$ cat src/rtl/core/kte_pkg.sv
package kte_pkg;

   // Line and multi-tap geometry.
   localparam int LINE_CHARS   = 32;
   localparam int TAPS_PER_KEY = 3;
   localparam int LEN_W        = $clog2(LINE_CHARS + 1);
   localparam int KEYS         = 9;

   // Key combinations with a special meaning.
   localparam logic [8:0] MASK_CLEAR = 9'h0C0;
   localparam logic [8:0] MASK_MODE  = 9'h018;
   localparam logic [8:0] MASK_SPACE = 9'h003;

   localparam logic [6:0]  CHAR_SPACE = 7'h20;
   localparam logic [6:0]  CHAR_ONE   = 7'h31;
   localparam logic [13:0] COUNT_MAX  = 14'd9999;

   localparam logic MODE_LETTER = 1'b0;
   localparam logic MODE_DIGIT  = 1'b1;

   // Multi-tap letters, one row per key, key 1 first.
   localparam logic [6:0] LETTER_TABLE [0:8][0:2] = '{
      '{7'h2E, 7'h51, 7'h5A},
      '{7'h41, 7'h42, 7'h43},
      '{7'h44, 7'h45, 7'h46},
      '{7'h47, 7'h48, 7'h49},
      '{7'h4A, 7'h4B, 7'h4C},
      '{7'h4D, 7'h4E, 7'h4F},
      '{7'h50, 7'h52, 7'h53},
      '{7'h54, 7'h55, 7'h56},
      '{7'h57, 7'h58, 7'h59}
   };

   typedef struct packed {
      logic       restart;
      logic [8:0] switches;
   } kte_req_type;

   typedef struct packed {
      logic        refresh;
      logic        shift_left;
      logic        write_enable;
      logic [6:0]  write_char;
      logic [4:0]  write_position;
      logic        clear_text;
      logic        digit_mode;
      logic        mode_changed;
      logic [13:0] press_count;
   } kte_rsp_type;

   typedef struct packed {
      logic [8:0]       last_switches;
      logic [1:0]       tap_index;
      logic [13:0]      handled_presses;
      logic [LEN_W-1:0] text_length;
      logic             entry_mode;
   } kte_state_type;

endpackage

$ cat src/rtl/core/kte_step.sv
module kte_step (
   input  kte_pkg::kte_req_type   req_i,
   input  kte_pkg::kte_state_type state_i,
   output kte_pkg::kte_state_type state_o,
   output kte_pkg::kte_rsp_type   rsp_o
);
   import kte_pkg::*;

   // One key event: decode the mask, update the line state, form the result word.
   always_comb begin
      kte_state_type    st;
      logic             one_key;
      logic [3:0]       key;
      logic             full;
      logic [LEN_W-1:0] len_room;
      logic [1:0]       col;
      logic             counted;

      st = req_i.restart ? '0 : state_i;
      rsp_o = '0;
      rsp_o.refresh = req_i.restart;
      rsp_o.clear_text = req_i.restart;
      rsp_o.mode_changed = req_i.restart;
      counted = 1'b0;

      one_key = (req_i.switches != 9'd0) &&
                ((req_i.switches & (req_i.switches - 9'd1)) == 9'd0);
      key = 4'd0;
      for (int i = 0; i < KEYS; i++) begin
         if (req_i.switches[i]) begin
            key = 4'(KEYS - 1 - i);
         end
      end

      // A full line drops its first character before a new one is appended.
      full = st.text_length >= LEN_W'(LINE_CHARS);
      len_room = full ? LEN_W'(LINE_CHARS - 1) : st.text_length;
      col = (st.tap_index > 2'd2) ? 2'd2 : st.tap_index;

      if (one_key) begin
         counted = 1'b1;
         rsp_o.write_enable = 1'b1;
         if (st.entry_mode == MODE_LETTER) begin
            if (st.last_switches == req_i.switches) begin
               // Repeat tap rewrites the last cell with the next letter.
               rsp_o.write_char = LETTER_TABLE[key][col];
               rsp_o.write_position = (st.text_length == '0) ? 5'd0 :
                                      5'(st.text_length - LEN_W'(1));
               st.tap_index = (st.tap_index == 2'(TAPS_PER_KEY - 1)) ? 2'd0 :
                              st.tap_index + 2'd1;
            end else begin
               rsp_o.shift_left = full;
               rsp_o.write_char = LETTER_TABLE[key][0];
               rsp_o.write_position = 5'(len_room);
               st.tap_index = 2'(1 % TAPS_PER_KEY);
               st.text_length = len_room + LEN_W'(1);
            end
         end else begin
            rsp_o.shift_left = full;
            rsp_o.write_char = CHAR_ONE + 7'(key);
            rsp_o.write_position = 5'(len_room);
            st.text_length = len_room + LEN_W'(1);
         end
      end else if (req_i.switches == MASK_CLEAR) begin
         counted = 1'b1;
         rsp_o.clear_text = 1'b1;
         st.text_length = '0;
         st.tap_index = 2'd0;
      end else if (req_i.switches == MASK_MODE) begin
         counted = 1'b1;
         st.entry_mode = ~st.entry_mode;
         rsp_o.mode_changed = 1'b1;
         st.tap_index = 2'd0;
      end else if (req_i.switches == MASK_SPACE) begin
         counted = 1'b1;
         rsp_o.shift_left = full;
         rsp_o.write_enable = 1'b1;
         rsp_o.write_char = CHAR_SPACE;
         rsp_o.write_position = 5'(len_room);
         st.text_length = len_room + LEN_W'(1);
      end

      // Press counter wraps at the four-digit display limit.
      if (counted) begin
         st.handled_presses = (st.handled_presses == COUNT_MAX) ? 14'd0 :
                              st.handled_presses + 14'd1;
      end

      if (req_i.switches != 9'd0) begin
         rsp_o.refresh = 1'b1;
         st.last_switches = req_i.switches;
      end

      rsp_o.digit_mode = st.entry_mode;
      rsp_o.press_count = st.handled_presses;
      state_o = st;
   end

endmodule

$ cat src/rtl/core/multi_tap_keypad_text_entry_top.sv
// Channel  Ports                          Direction  Contents
// req      req_valid/req_ready/req_word   in         restart flag, 9-key switch mask
// rsp      rsp_valid/rsp_ready/rsp_word   out        display commands, mode, press count
//
// Each request word produces exactly one response word, registered in the result register.
// One word is accepted per cycle while req_ready is high; the input register and the result register
// form a two-stage pipeline, and the line state updates as a word leaves the input stage.
// A stalled response holds the input stage; req_ready drops only when both stages are full.
// Synchronous active-high reset empties both stages and returns the line to letter mode.
module multi_tap_keypad_text_entry_top (
   input  logic                  clock,
   input  logic                  reset,
   input  logic                  req_valid,
   output logic                  req_ready,
   input  kte_pkg::kte_req_type  req_word,
   output logic                  rsp_valid,
   input  logic                  rsp_ready,
   output kte_pkg::kte_rsp_type  rsp_word
);
   import kte_pkg::*;

   kte_req_type   in_ff;
   logic          in_valid_ff;
   kte_rsp_type   rsp_ff;
   kte_rsp_type   rsp_in;
   logic          rsp_valid_ff;
   kte_state_type state_ff;
   kte_state_type state_in;
   logic          advance;

   // The input stage moves on whenever the result register is free or draining.
   assign advance   = in_valid_ff && (!rsp_valid_ff || rsp_ready);
   assign req_ready = !in_valid_ff || advance;
   assign rsp_valid = rsp_valid_ff;
   assign rsp_word  = rsp_ff;

   kte_step u_step (
      .req_i   (in_ff),
      .state_i (state_ff),
      .state_o (state_in),
      .rsp_o   (rsp_in)
   );

   // Input register.
   always_ff @(posedge clock) begin
      if (reset) begin
         in_valid_ff <= 1'b0;
      end else if (req_ready) begin
         in_valid_ff <= req_valid;
      end
      if (req_valid && req_ready) begin
         in_ff <= req_word;
      end
   end

   // Line state and result register.
   always_ff @(posedge clock) begin
      if (reset) begin
         state_ff     <= '0;
         rsp_valid_ff <= 1'b0;
      end else begin
         if (advance) begin
            state_ff     <= state_in;
            rsp_valid_ff <= 1'b1;
         end else if (rsp_ready) begin
            rsp_valid_ff <= 1'b0;
         end
      end
      if (advance) begin
         rsp_ff <= rsp_in;
      end
   end

   // The line never holds more characters than it has cells.
   a_len_bound: assert property (@(posedge clock) disable iff (reset)
      state_ff.text_length <= LEN_W'(LINE_CHARS))
      else $error("text length beyond line size");

   // The tap index stays inside the letter table row.
   a_tap_bound: assert property (@(posedge clock) disable iff (reset)
      state_ff.tap_index < 2'(TAPS_PER_KEY) || TAPS_PER_KEY == 4)
      else $error("tap index out of range");

   // The press counter stays within four decimal digits.
   a_count_bound: assert property (@(posedge clock) disable iff (reset)
      state_ff.handled_presses <= COUNT_MAX)
      else $error("press count out of range");

   // A restart word always yields a clear and a mode redraw.
   a_restart_clear: assert property (@(posedge clock) disable iff (reset)
      advance && in_ff.restart |=> rsp_valid_ff && rsp_ff.clear_text && rsp_ff.mode_changed)
      else $error("restart did not clear the display");

endmodule

$ cat config.mk
export PLATFORM = sky130hd
export DESIGN_NAME = multi_tap_keypad_text_entry_top
export DESIGN_NICKNAME = d
export VERILOG_FILES = /design/src/rtl/core/kte_pkg.sv /design/src/rtl/core/kte_step.sv /design/src/rtl/core/multi_tap_keypad_text_entry_top.sv
export SDC_FILE = /design/constraint.sdc
export NUM_CORES = 1
export LEC_CHECK = 0
export BUFFER_PORTS_ARGS = -buffer_cell sky130_fd_sc_hd__clkbuf_2
export CAP_MARGIN = 30
export CORE_ASPECT_RATIO = 0.5
export CORE_MARGIN = 2
export CORE_UTILIZATION = 54
export CTS_CLUSTER_DIAMETER = 40
export CTS_CLUSTER_SIZE = 28
export DETAILED_ROUTE_END_ITERATION = 10
export PLACE_DENSITY = 0.76
export SLEW_MARGIN = 10
export SYNTH_ARGS = -nofsm -noshare
export SYNTH_HDL_FRONTEND = slang
export SYNTH_SLANG_ARGS = --single-unit
$ cat constraint.sdc
create_clock -name clock -period 2.51 [get_ports clock]
set_input_delay 0.502 -clock clock [delete_from_list [all_inputs] [get_ports clock]]
set_output_delay 0.502 -clock clock [all_outputs]
set_load 0.01 [all_outputs]
==> Word level (Yosys, flattened, before mapping) <==
Memory sizes are Yosys's and may differ from the RTL's.
Index checks and enable logic that the tools add are counted.
{ "op_classes": {"n_addsub": 6, "n_lt_le_gt_ge": 4, "eq_ne": 6, "muxes": 55, "bitwise": 4, "n_reduce_logical": 11} }
{ "ops": {"columns": ["cell", "count"], "rows": [
  ["$mux W14", 6],
  ["$mux W21", 2],
  ["$mux W6", 7],
  ["$mux W4", 9],
  ["$mux W32", 1],
  ["$mux W12", 2],
  ["$mux W1", 16],
  ["$add A14 B1 Y14 const B", 1],
  ["$bmux W7 S2", 1],
  ["$eq A14 B14 Y1 const B", 1],
  ["$mux W2", 7],
  ["$mux W7", 2],
  ["$and A9 B9 Y9", 1],
  ["$eq A9 B2 Y1 const B", 1],
  ["$eq A9 B5 Y1 const B", 1],
  ["$eq A9 B8 Y1 const B", 1],
  ["$eq A9 B9 Y1", 1],
  ["$logic_not A9 Y1", 1],
  ["$mux W9", 1],
  ["$reduce_bool A9 Y1", 1],
  ["$sub A9 B1 Y9 const B", 1],
  ["$add A6 B4 Y7 const A", 1],
  ["$add A6 B1 Y6 const B", 1],
  ["$ge A6 B6 Y1 const B", 1],
  ["other kinds (15)", 19]
]} }
{ "totals": {"regBits": 76, "romBits": 336, "inputBits": 14, "output_inout_bits": 34, "word_cells": 105, "mem_count": 1} }
{ "mem_list": {"columns": ["name", "words", "width", "read_ports", "rd_ports_with_merged_regs", "write_ports", "line_no", "source"], "rows": [
  ["(name not given)", 16, 21, 1, 0, 0, "kte_step.sv:46", "rsp_o.write_char = LETTER_TABLE[key][col];"]
]} }

==> Depth between registers and ports, before layout <==
Gate-level depths: netlist of run 1.
{ "logic_depth": {"depth_word": 19, "depth_mapped": 13, "depth_no_buf": 11} }

==> Hierarchy <==
From an unflattened synthesis of run 1, not the netlist that was laid out.
{ "hier_totals": {"cells_unflattened": 539, "area_unflattened_um2": 4898.4} }
{ "modules_own_cells": {"columns": ["module", "n_inst", "cells_each", "area_each_um2", "seq_area_each_um2"], "rows": [
  ["multi_tap_keypad_text_entry_top", 1, 191, 2808.9, 1941.9],
  ["kte_step", 1, 348, 2089.5, 0.0]
]} }

==> Worst setup path before layout of run 1 <==
OpenSTA, ideal clock, no wires.
{ "synth_timing": {"path_kind": "flip-flop to flip-flop", "startpoint": "register in_ff[9] (netlist bit)", "endpoint": "register state_ff[3] (netlist bit)", "setup_ns": 0.074, "arrival_time_ns": 2.702, "required_ns": 2.436, "slack_ns": -0.266, "path_stages_with_launch": 11, "path_buffers": 5, "synth_period_minus_slack_ns": 2.776, "path_cell_list": "edfxtp_1 clkbuf_1 buf_2 buf_1 clkbuf_1 clkbuf_1 nor2_1 ha_1 o21ai_0 or4b_1 a31oi_1"} }
{ "synth_between": {"elab_chain_cells": 8, "elab_cells_between_ends": 11, "classes_between": "add/sub: 1; order compare: 1; eq/ne: 1; mux: 8"} }
{ "synth_rtl": {"columns": ["element", "line_no", "source"], "rows": [
  ["start: declaration", "multi_tap_keypad_text_entry_top.sv:22", "kte_req_type in_ff;"],
  ["start signal: assignment", "multi_tap_keypad_text_entry_top.sv:52", "in_ff <= req_word;"],
  ["$mux W32 (*)", "kte_step.sv:19", "st = req_i.restart ? '0 : state_i;"],
  ["$ge A6 B6 Y1", "kte_step.sv:36", "full = st.text_length >= LEN_W'(LINE_CHARS);"],
  ["$mux W6", "kte_step.sv:37", "len_room = full ? LEN_W'(LINE_CHARS - 1) : st.text_length;"],
  ["$add A6 B1 Y6", "kte_step.sv:56, kte_step.sv:62, kte_step.sv:80", null],
  ["$mux W6", "kte_step.sv:74", "end else if (req_i.switches == MASK_SPACE) begin"],
  ["$mux W6", "kte_step.sv:69", "end else if (req_i.switches == MASK_MODE) begin"],
  ["$mux W6", "kte_step.sv:64", "end else if (req_i.switches == MASK_CLEAR) begin"],
  ["$mux W6 (*)", "kte_step.sv:40", "if (one_key) begin"],
  ["end signal: assignment", "multi_tap_keypad_text_entry_top.sv:63", "state_ff <= state_in;"],
  ["end: declaration", "multi_tap_keypad_text_entry_top.sv:27", "kte_state_type state_ff;"]
]} }
Every way passes the cells marked *; elsewhere a longest branch is shown, timed or not.
A chain may end at the register's enable or synchronous reset.

==> Worst setup path in the final report of run 1 <==
{ "layout_timing": {"startpoint": "register in_ff[2] (netlist bit)", "endpoint": "register state_ff[20] (netlist bit)"} }
{ "layout_between": {"elab_chain_cells": 6, "elab_cells_between_ends": 13, "classes_between": "add/sub: 1; eq/ne: 3; mux: 5; bitwise: 1; reduce/logical: 3"} }
{ "layout_rtl": {"columns": ["element", "line_no", "source"], "rows": [
  ["$sub A9 B1 Y9 / $eq A9 B2 Y1 (equally long branches)", "kte_step.sv:27, kte_step.sv:74", null],
  ["$and A9 B9 Y9 / $mux W1 (equally long branches)", "kte_step.sv:27, kte_step.sv:74", null],
  ["$logic_not A9 Y1 / $mux W1 (equally long branches)", "kte_step.sv:27, kte_step.sv:69", null],
  ["$logic_and A1 B1 Y1 / $mux W1 (equally long branches)", "kte_step.sv:26, kte_step.sv:64", null],
  ["$mux W1 (*)", "kte_step.sv:40", null],
  ["$mux W14 (*)", "kte_step.sv:84", "if (counted) begin"]
]} }
Marks and branches as above.

==> flow_summary_export.csv, run 1 <==
group,metric,value,unit
placed_design,gp_congestion,0.935,
finish,drive_above_1_share,0.299,
synthesis,ys_ff_latch,76,
cts,cts_sinks,76,
synthesis,synth_compound_area_frac,0.199,
cts,cts_buffers,9,
power_and_ir_drop,switching_share,0.241,
timing,tns,-329,ps
power_and_ir_drop,ir_drop,0.000476,V
synthesis,yosys.area.top_type,"edfxtp_1",
synthesis,synthDistinctLibCells,76,
placed_design,place_area,5300,µm²
finish,final.fill_count,590,
finish,layout_commonest_cell,"nor2_1",
setup_path,cp-end-kind,"flip-flop",
floorplan,dieArea,9420,µm²
synthesis,synth_top_family_by_area,"simple AND/OR/NAND/NOR gates",
timing,max_freq,383,MHz
floorplan,die_h,69.7,µm
power_and_ir_drop,leakage,2.23,nW
placed_design,io_buffers,47,
finish,areaGrowthSynthToFinish,29.5,%
synthesis,yosysTopAreaCellShare,0.271,
cts,cts_hold_buf,0,
route,via_per_inst,6.12,
setup_path,slowest_stage,"or4_4",
route,vias,4501,
synthesis,synthesis.nets,555,
floorplan,core_area,8170,µm²
finish,nets,644,
status,status,"complete, but fails checks",
cts,htreeDepth,3,
synthesis,synth_seq_area_share,0.417,
route,firstDrtPassIters,5,
synthesis,post_synth_inst_count,529,
finish,stdcell_area,6030,µm²
synthesis,synth_edf_count,42,
grt,grt_pass1_vias,3922,
synthesis,async_flop_share,0,
timing,tightestPinTransition,558,ps
route,wl_per_cell,17.1,µm
cts,clk_path_buf_depth,2,
route,ant_nets,0,
floorplan,initial_core_util,0.570,
grt,grt_pass1_wl,18800,µm
synthesis,synth_xor_area_frac,0.0282,
setup_path,cp_num_buf_inv,1,
route,drc,0,
power_and_ir_drop,finalPower,0.00315,W
grt,grt_max_degree,42,
placed_design,pre_cts_slack,-46.9,ps
timing,finalCriticalPeriod,2610,ps
route,drt_iter0_drc,507,
power_and_ir_drop,seqPwrFrac,0.441,
status,violations,"negative setup slack",
setup_path,path_max_fanout,11,
setup_path,worst_path_largest_cell_delay,550,ps
timing,slew_headroom,0.625,
synthesis,yosys_warnings,0,
grt,grt_antenna_before_repair,0,
synthesis,synth_area,4650,µm²
timing,fin_crit_sh,1.04,
setup_path,worstPathRequired,2700,ps
setup_path,worstPathCellList,"or4_4 > or2_4 > a22oi_2 > o21ai_1 > buf_6 > a211oi_4 > nand4_1 > o311ai_0",
synthesis,synthMuxAreaShare,0.0113,
cts,clk_pin_slew_worst_paths,60,ps
route,drt_wl_total,12600,µm
cts,cts_tree,"built",
setup_path,cp_top_family,"simple AND/OR/NAND/NOR gates",
timing,worst_slack,-100,ps
synthesis,synth_top_flop_cell,"edfxtp_1",
power_and_ir_drop,clkPwrFrac,0.435,
synthesis,avgSynthCellArea,8.80,µm²
finish,mostFrequentLayoutCells,"nor2_1 (58), buf_4 (56), clkbuf_2 (47)",
setup_path,start_kind,"flip-flop",
grt,overflow,0,
timing,hold_violations,0,
power_and_ir_drop,power_density,523,nW/µm²
power_and_ir_drop,intPower,0.00239,W
synthesis,synthTopCellsByArea,"edfxtp_1 (27%), dfxtp_1 (15%), nor2_1 (5.2%), nand2_1 (3.9%), ha_1 (3.2%)",
setup_path,path_class,"reg2reg",
cts,clock_latency,330,ps
timing,skew,4.61,ps
grt,grtUsageTotal,0.248,
synthesis,synth-adder-area-share,0.0323,
synthesis,synthSimpleGateAreaFrac,0.268,
floorplan,die_x,135,µm
placed_design,dp_hpwl,8050,µm
timing,rsz0062_at_grt,"true",
power_and_ir_drop,power_frac_comb,0.125,
timing,drv_slew,0,
cts,cts_root_buf,"clkbuf_16",
finish,num_antenna_cells,0,
floorplan,io_pins,48,
setup_path,cp.arrival,2800,ps
job,maxCapViolations,0,
finish,utilization,0.737,
hold_path,hold_class,"in2reg",
power_and_ir_drop,switching_power,0.000761,W
floorplan,fp-row-count,23,
timing,setup_viol,10,
-- metrics by stage --
| step | std cells | hold WS (ps) |
|---|---|---|
| floorplan | 529 | 458 |
| global placement | 703 | 470 |
| detailed placement | 703 | 488 |
| CTS | 720 | 335 |
| global route | 735 | 334 |
| finish | 735 | 341 |
-- state kept, by name (all words and copies together) (netlist names) --
signal	cells
in_valid_ff	1
rsp_valid	1
in_ff	10
state_ff	32
rsp_word	32
-- final timing paths --
path / slack, ps / to / depth (start not counted) / start
hold reg to reg: 520 / rsp_valid / 2 / in_valid_ff
setup reg to reg: -100 / state_ff[20] / 8 / in_ff[2]
hold / removal: 340 / in_ff[6] / 1 / req_word[6]
setup / recovery: -100 / state_ff[20] / 8 / in_ff[2]
-- cell type report --
class                      instances  area [µm²]  share of cell area
multi-input combinational        403        2750               0.456
sequential                        76        1940               0.322
timing repair buffer             115         831               0.138
clock buffer                      11         233              0.0386
tap                              112         140              0.0233
clock inverter                     5        77.6              0.0129
inverter                          13        52.6             0.00872
-- layer usage --
| metal | part of all wire | vias up | track usage |
|---|---|---|---|
| li1 | - | 2143 | - |
| met1 | 0.45 | 2124 | 0.354 |
| met3 | 0.071 | 21 | 0.0585 |
| met2 | 0.47 | 213 | 0.378 |
| met5 | 0 | - | 0 |
| met4 | 0.014 | 0 | 0.0694 |
-- synthesized netlist by cell type (3+ instances only) --
library cell / instances
o22ai_1: 4
nor3_1: 15
nor2_1: 64
nand4b_1: 6
a21o_1: 4
nand3b_1: 7
dfxtp_1: 34
nand2b_1: 6
nor4_1: 5
xor2_1: 3
a311oi_1: 4
o21a_1: 3
o211ai_1: 4
ha_1: 12
nand3_1: 18
a211oi_1: 3
buf_2: 6
nand4_1: 7
a22oi_1: 10
nand2_1: 48
o32ai_1: 4
or4_1: 5
clkbuf_1: 27
o31ai_1: 3
nor2b_1: 14
edfxtp_1: 42
o311ai_0: 3
and3_1: 8
or2_2: 4
o21ai_0: 27
a31oi_1: 13
a21oi_1: 20
xnor2_1: 12
and2_1: 4
inv_1: 11
o21ai_2: 4
or3_1: 10
mux2i_1: 3
-- power by group through the flow --
stage	Clock [W]	Combinational (W)	Sequential, W
global placement	0	0.000331	0.00141
detailed placement	0	0.000337	0.00141
global route	0.00144	0.000425	0.00139
finish	0.00137	0.000393	0.00139
CTS	0.00139	0.000342	0.00139
floorplan	0	0.000201	0.00142
-- cell families after synthesis --
logic type      Yosys count
xor+xnor                 15
mux                       5
buf+inv                  50
simple gates            238
flops                    76
fa+ha+maj                12
compound gates          133
-- what timing repair did --
| item | CTS | global route |
|---|---|---|
| gates resized for setup | 3 | 61 |
| endpoints found under the setup margin | 9 | 43 |
| gates cloned | 0 | 1 |
| pin swaps | 2 | 23 |
| setup buffers | 1 | 14 |
Power figures use the tool's default switching activity.
==> run 2: changes to the inputs <==
Settings changed: SETUP_SLACK_MARGIN set to 0.5.
==> run 2 against run 1 <==
  * Final area increased by 15%
  * Wire length increased by 24%
  * Highest routed layer unchanged
  * Global-route usage increased by 5.7 points
  * Fmax decreased by 0.74%
  * Critical endpoint is now state_ff[8]
  * The flow still finishes with violations (negative setup slack)
  * Largest power group unchanged
  * Combinational power increased by 31%
==> flow_summary_export.csv, run 2 (synthesis results as in run 1) <==
group,metric,value,unit
cts,htreeDepth,3,
route,ant_nets,0,
finish,layout_commonest_cell,"buf_4",
setup_path,r2r_start,"in_ff[2]",
floorplan,io_pins,48,
timing,fin_crit_sh,1.05,
power_and_ir_drop,ir_drop,0.000434,V
status,status,"complete, but fails checks",
timing,slew_headroom,0.533,
setup_path,worstPathRequired,2740,ps
power_and_ir_drop,switching_share,0.268,
placed_design,gp_congestion,0.902,
route,drt_iter0_drc,657,
route,firstDrtPassIters,6,
grt,grt_pass1_vias,4595,
grt,grt_max_degree,26,
timing,rsz0062_at_grt,"true",
route,vias,5012,
setup_path,startpoint,"in_ff[2]",
placed_design,io_buffers,47,
power_and_ir_drop,power_frac_comb,0.161,
power_and_ir_drop,clkPwrFrac,0.403,
timing,drv_slew,0,
cts,cts_sinks,76,
cts,cts_root_buf,"clkbuf_16",
finish,areaGrowthSynthToFinish,48.4,%
route,routed-wl-met2,7410,µm
setup_path,r2r_slack,-120,ps
finish,nets,687,
job,maxCapViolations,0,
grt,overflow,0,
grt,grtUsageTotal,0.305,
finish,stdcell_area,6910,µm²
route,wl_met3,1430,µm
hold_path,hold_depth,1,
cts,clk_path_buf_depth,2,
route,wl_per_cell,20.0,µm
cts,cts_hold_buf,0,
setup_path,cp.arrival,2860,ps
hold_path,hold_class,"in2reg",
grt,grt_pass1_wl,22900,µm
cts,clk_pin_slew_worst_paths,60,ps
status,violations,"negative setup slack",
floorplan,initial_core_util,0.570,
timing,skew,6.36,ps
setup_path,path_max_fanout,4,
floorplan,fp-row-count,23,
power_and_ir_drop,seqPwrFrac,0.436,
power_and_ir_drop,switching_power,0.000856,W
route,drc,0,
timing,finalCriticalPeriod,2630,ps
floorplan,die_x,135,µm
timing,hold_violations,0,
placed_design,place_area,5660,µm²
power_and_ir_drop,leakage,2.57,nW
route,top_layer,"met4",
route,wl_met1,6130,µm
setup_path,cp-end-kind,"flip-flop",
finish,drive_above_1_share,0.446,
setup_path,r2r_end,"state_ff[8]",
timing,tightestPinTransition,699,ps
power_and_ir_drop,intPower,0.00234,W
finish,mostFrequentLayoutCells,"buf_4 (80), nor2_1 (54), clkbuf_2 (47)",
power_and_ir_drop,power_density,463,nW/µm²
grt,grt_antenna_before_repair,0,
finish,num_antenna_cells,0,
cts,cts_tree,"built",
timing,max_freq,380,MHz
setup_path,start_kind,"flip-flop",
floorplan,die_h,69.7,µm
floorplan,core_area,8170,µm²
route,via_per_inst,6.44,
cts,clock_latency,350,ps
timing,tns,-1390,ps
floorplan,dieArea,9420,µm²
setup_path,rr_worst_depth,10,
placed_design,dp_hpwl,8640,µm
route,drt_wl_total,15600,µm
timing,setup_viol,27,
setup_path,crit_end,"state_ff[8]",
cts,cts_buffers,9,
setup_path,path_class,"reg2reg",
finish,final.fill_count,395,
timing,worst_slack,-120,ps
-- run 2: cell type report --
class                           count  area (µm²)  area share
Clock inverter                      2        15.0     0.00217
Sequential cell                    76        1940       0.281
Inverter                           13        55.1     0.00797
Clock buffer                       14         275      0.0399
Tap cell                          112         140      0.0203
Multi-Input combinational cell    403        3280       0.474
Timing Repair Buffer              158        1200       0.174
-- run 2: layer usage --
layer / global-route usage / up-vias
met2: 0.505 / 343
met1: 0.394 / 2365
li1: - / 2229
met4: 0.116 / 0
met5: 0 / -
met3: 0.0665 / 75
-- run 2: power groups by stage --
stage               registers (W)  clock network, W  logic, W
floorplan                 0.00142                 0  0.000234
detailed placement        0.00142                 0  0.000372
global route              0.00140           0.00134  0.000542
finish                    0.00139           0.00129  0.000514
CTS                       0.00139           0.00129  0.000449
global placement          0.00141                 0  0.000363
-- run 2: what timing repair did --
action / CTS / global route
gates resized for setup: 101 / 46
endpoints found under the setup margin: 58 / 63
buffers inserted: 24 / 13
pin swaps: 66 / 51
gates cloned: 0 / 0
-- run 2: per-stage QoR --
step	power (W)	worst slack [ps]	utilization	hold WS (ps)	std cells
6_report	0.00320	-120	0.845	325	778
4_1_cts	0.00312	-31.8	0.803	323	765
3_3_place_gp	0.00178	20.8	0.693	472	725
5_1_grt	0.00328	-179	0.845	330	778
3_5_place_dp	0.00179	-80.8	0.693	486	725
2_1_floorplan	0.00166	110	-	458	529
-- run 2: worst min-delay path by stage --
stage	startpoint	end	slack (ps)
finish	req_word[4]	in_ff[4]	320
global route	req_word[2]	in_ff[2]	330
CTS	req_word[4]	in_ff[4]	320
detailed placement	state_ff[23]	state_ff[23]	490
global placement	state_ff[23]	state_ff[23]	470
floorplan	state_ff[23]	state_ff[23]	460
-- run 2: critical path, stage by stage (launching register included) --
cell,delay [ps]
edfxtp_1,410
or4_4,550
or2_4,280
a22oi_2,200
o21a_2,250
buf_6,160
buf_6,130
buf_6,110
o31ai_4,70
a22oi_2,260
nor2_1,90
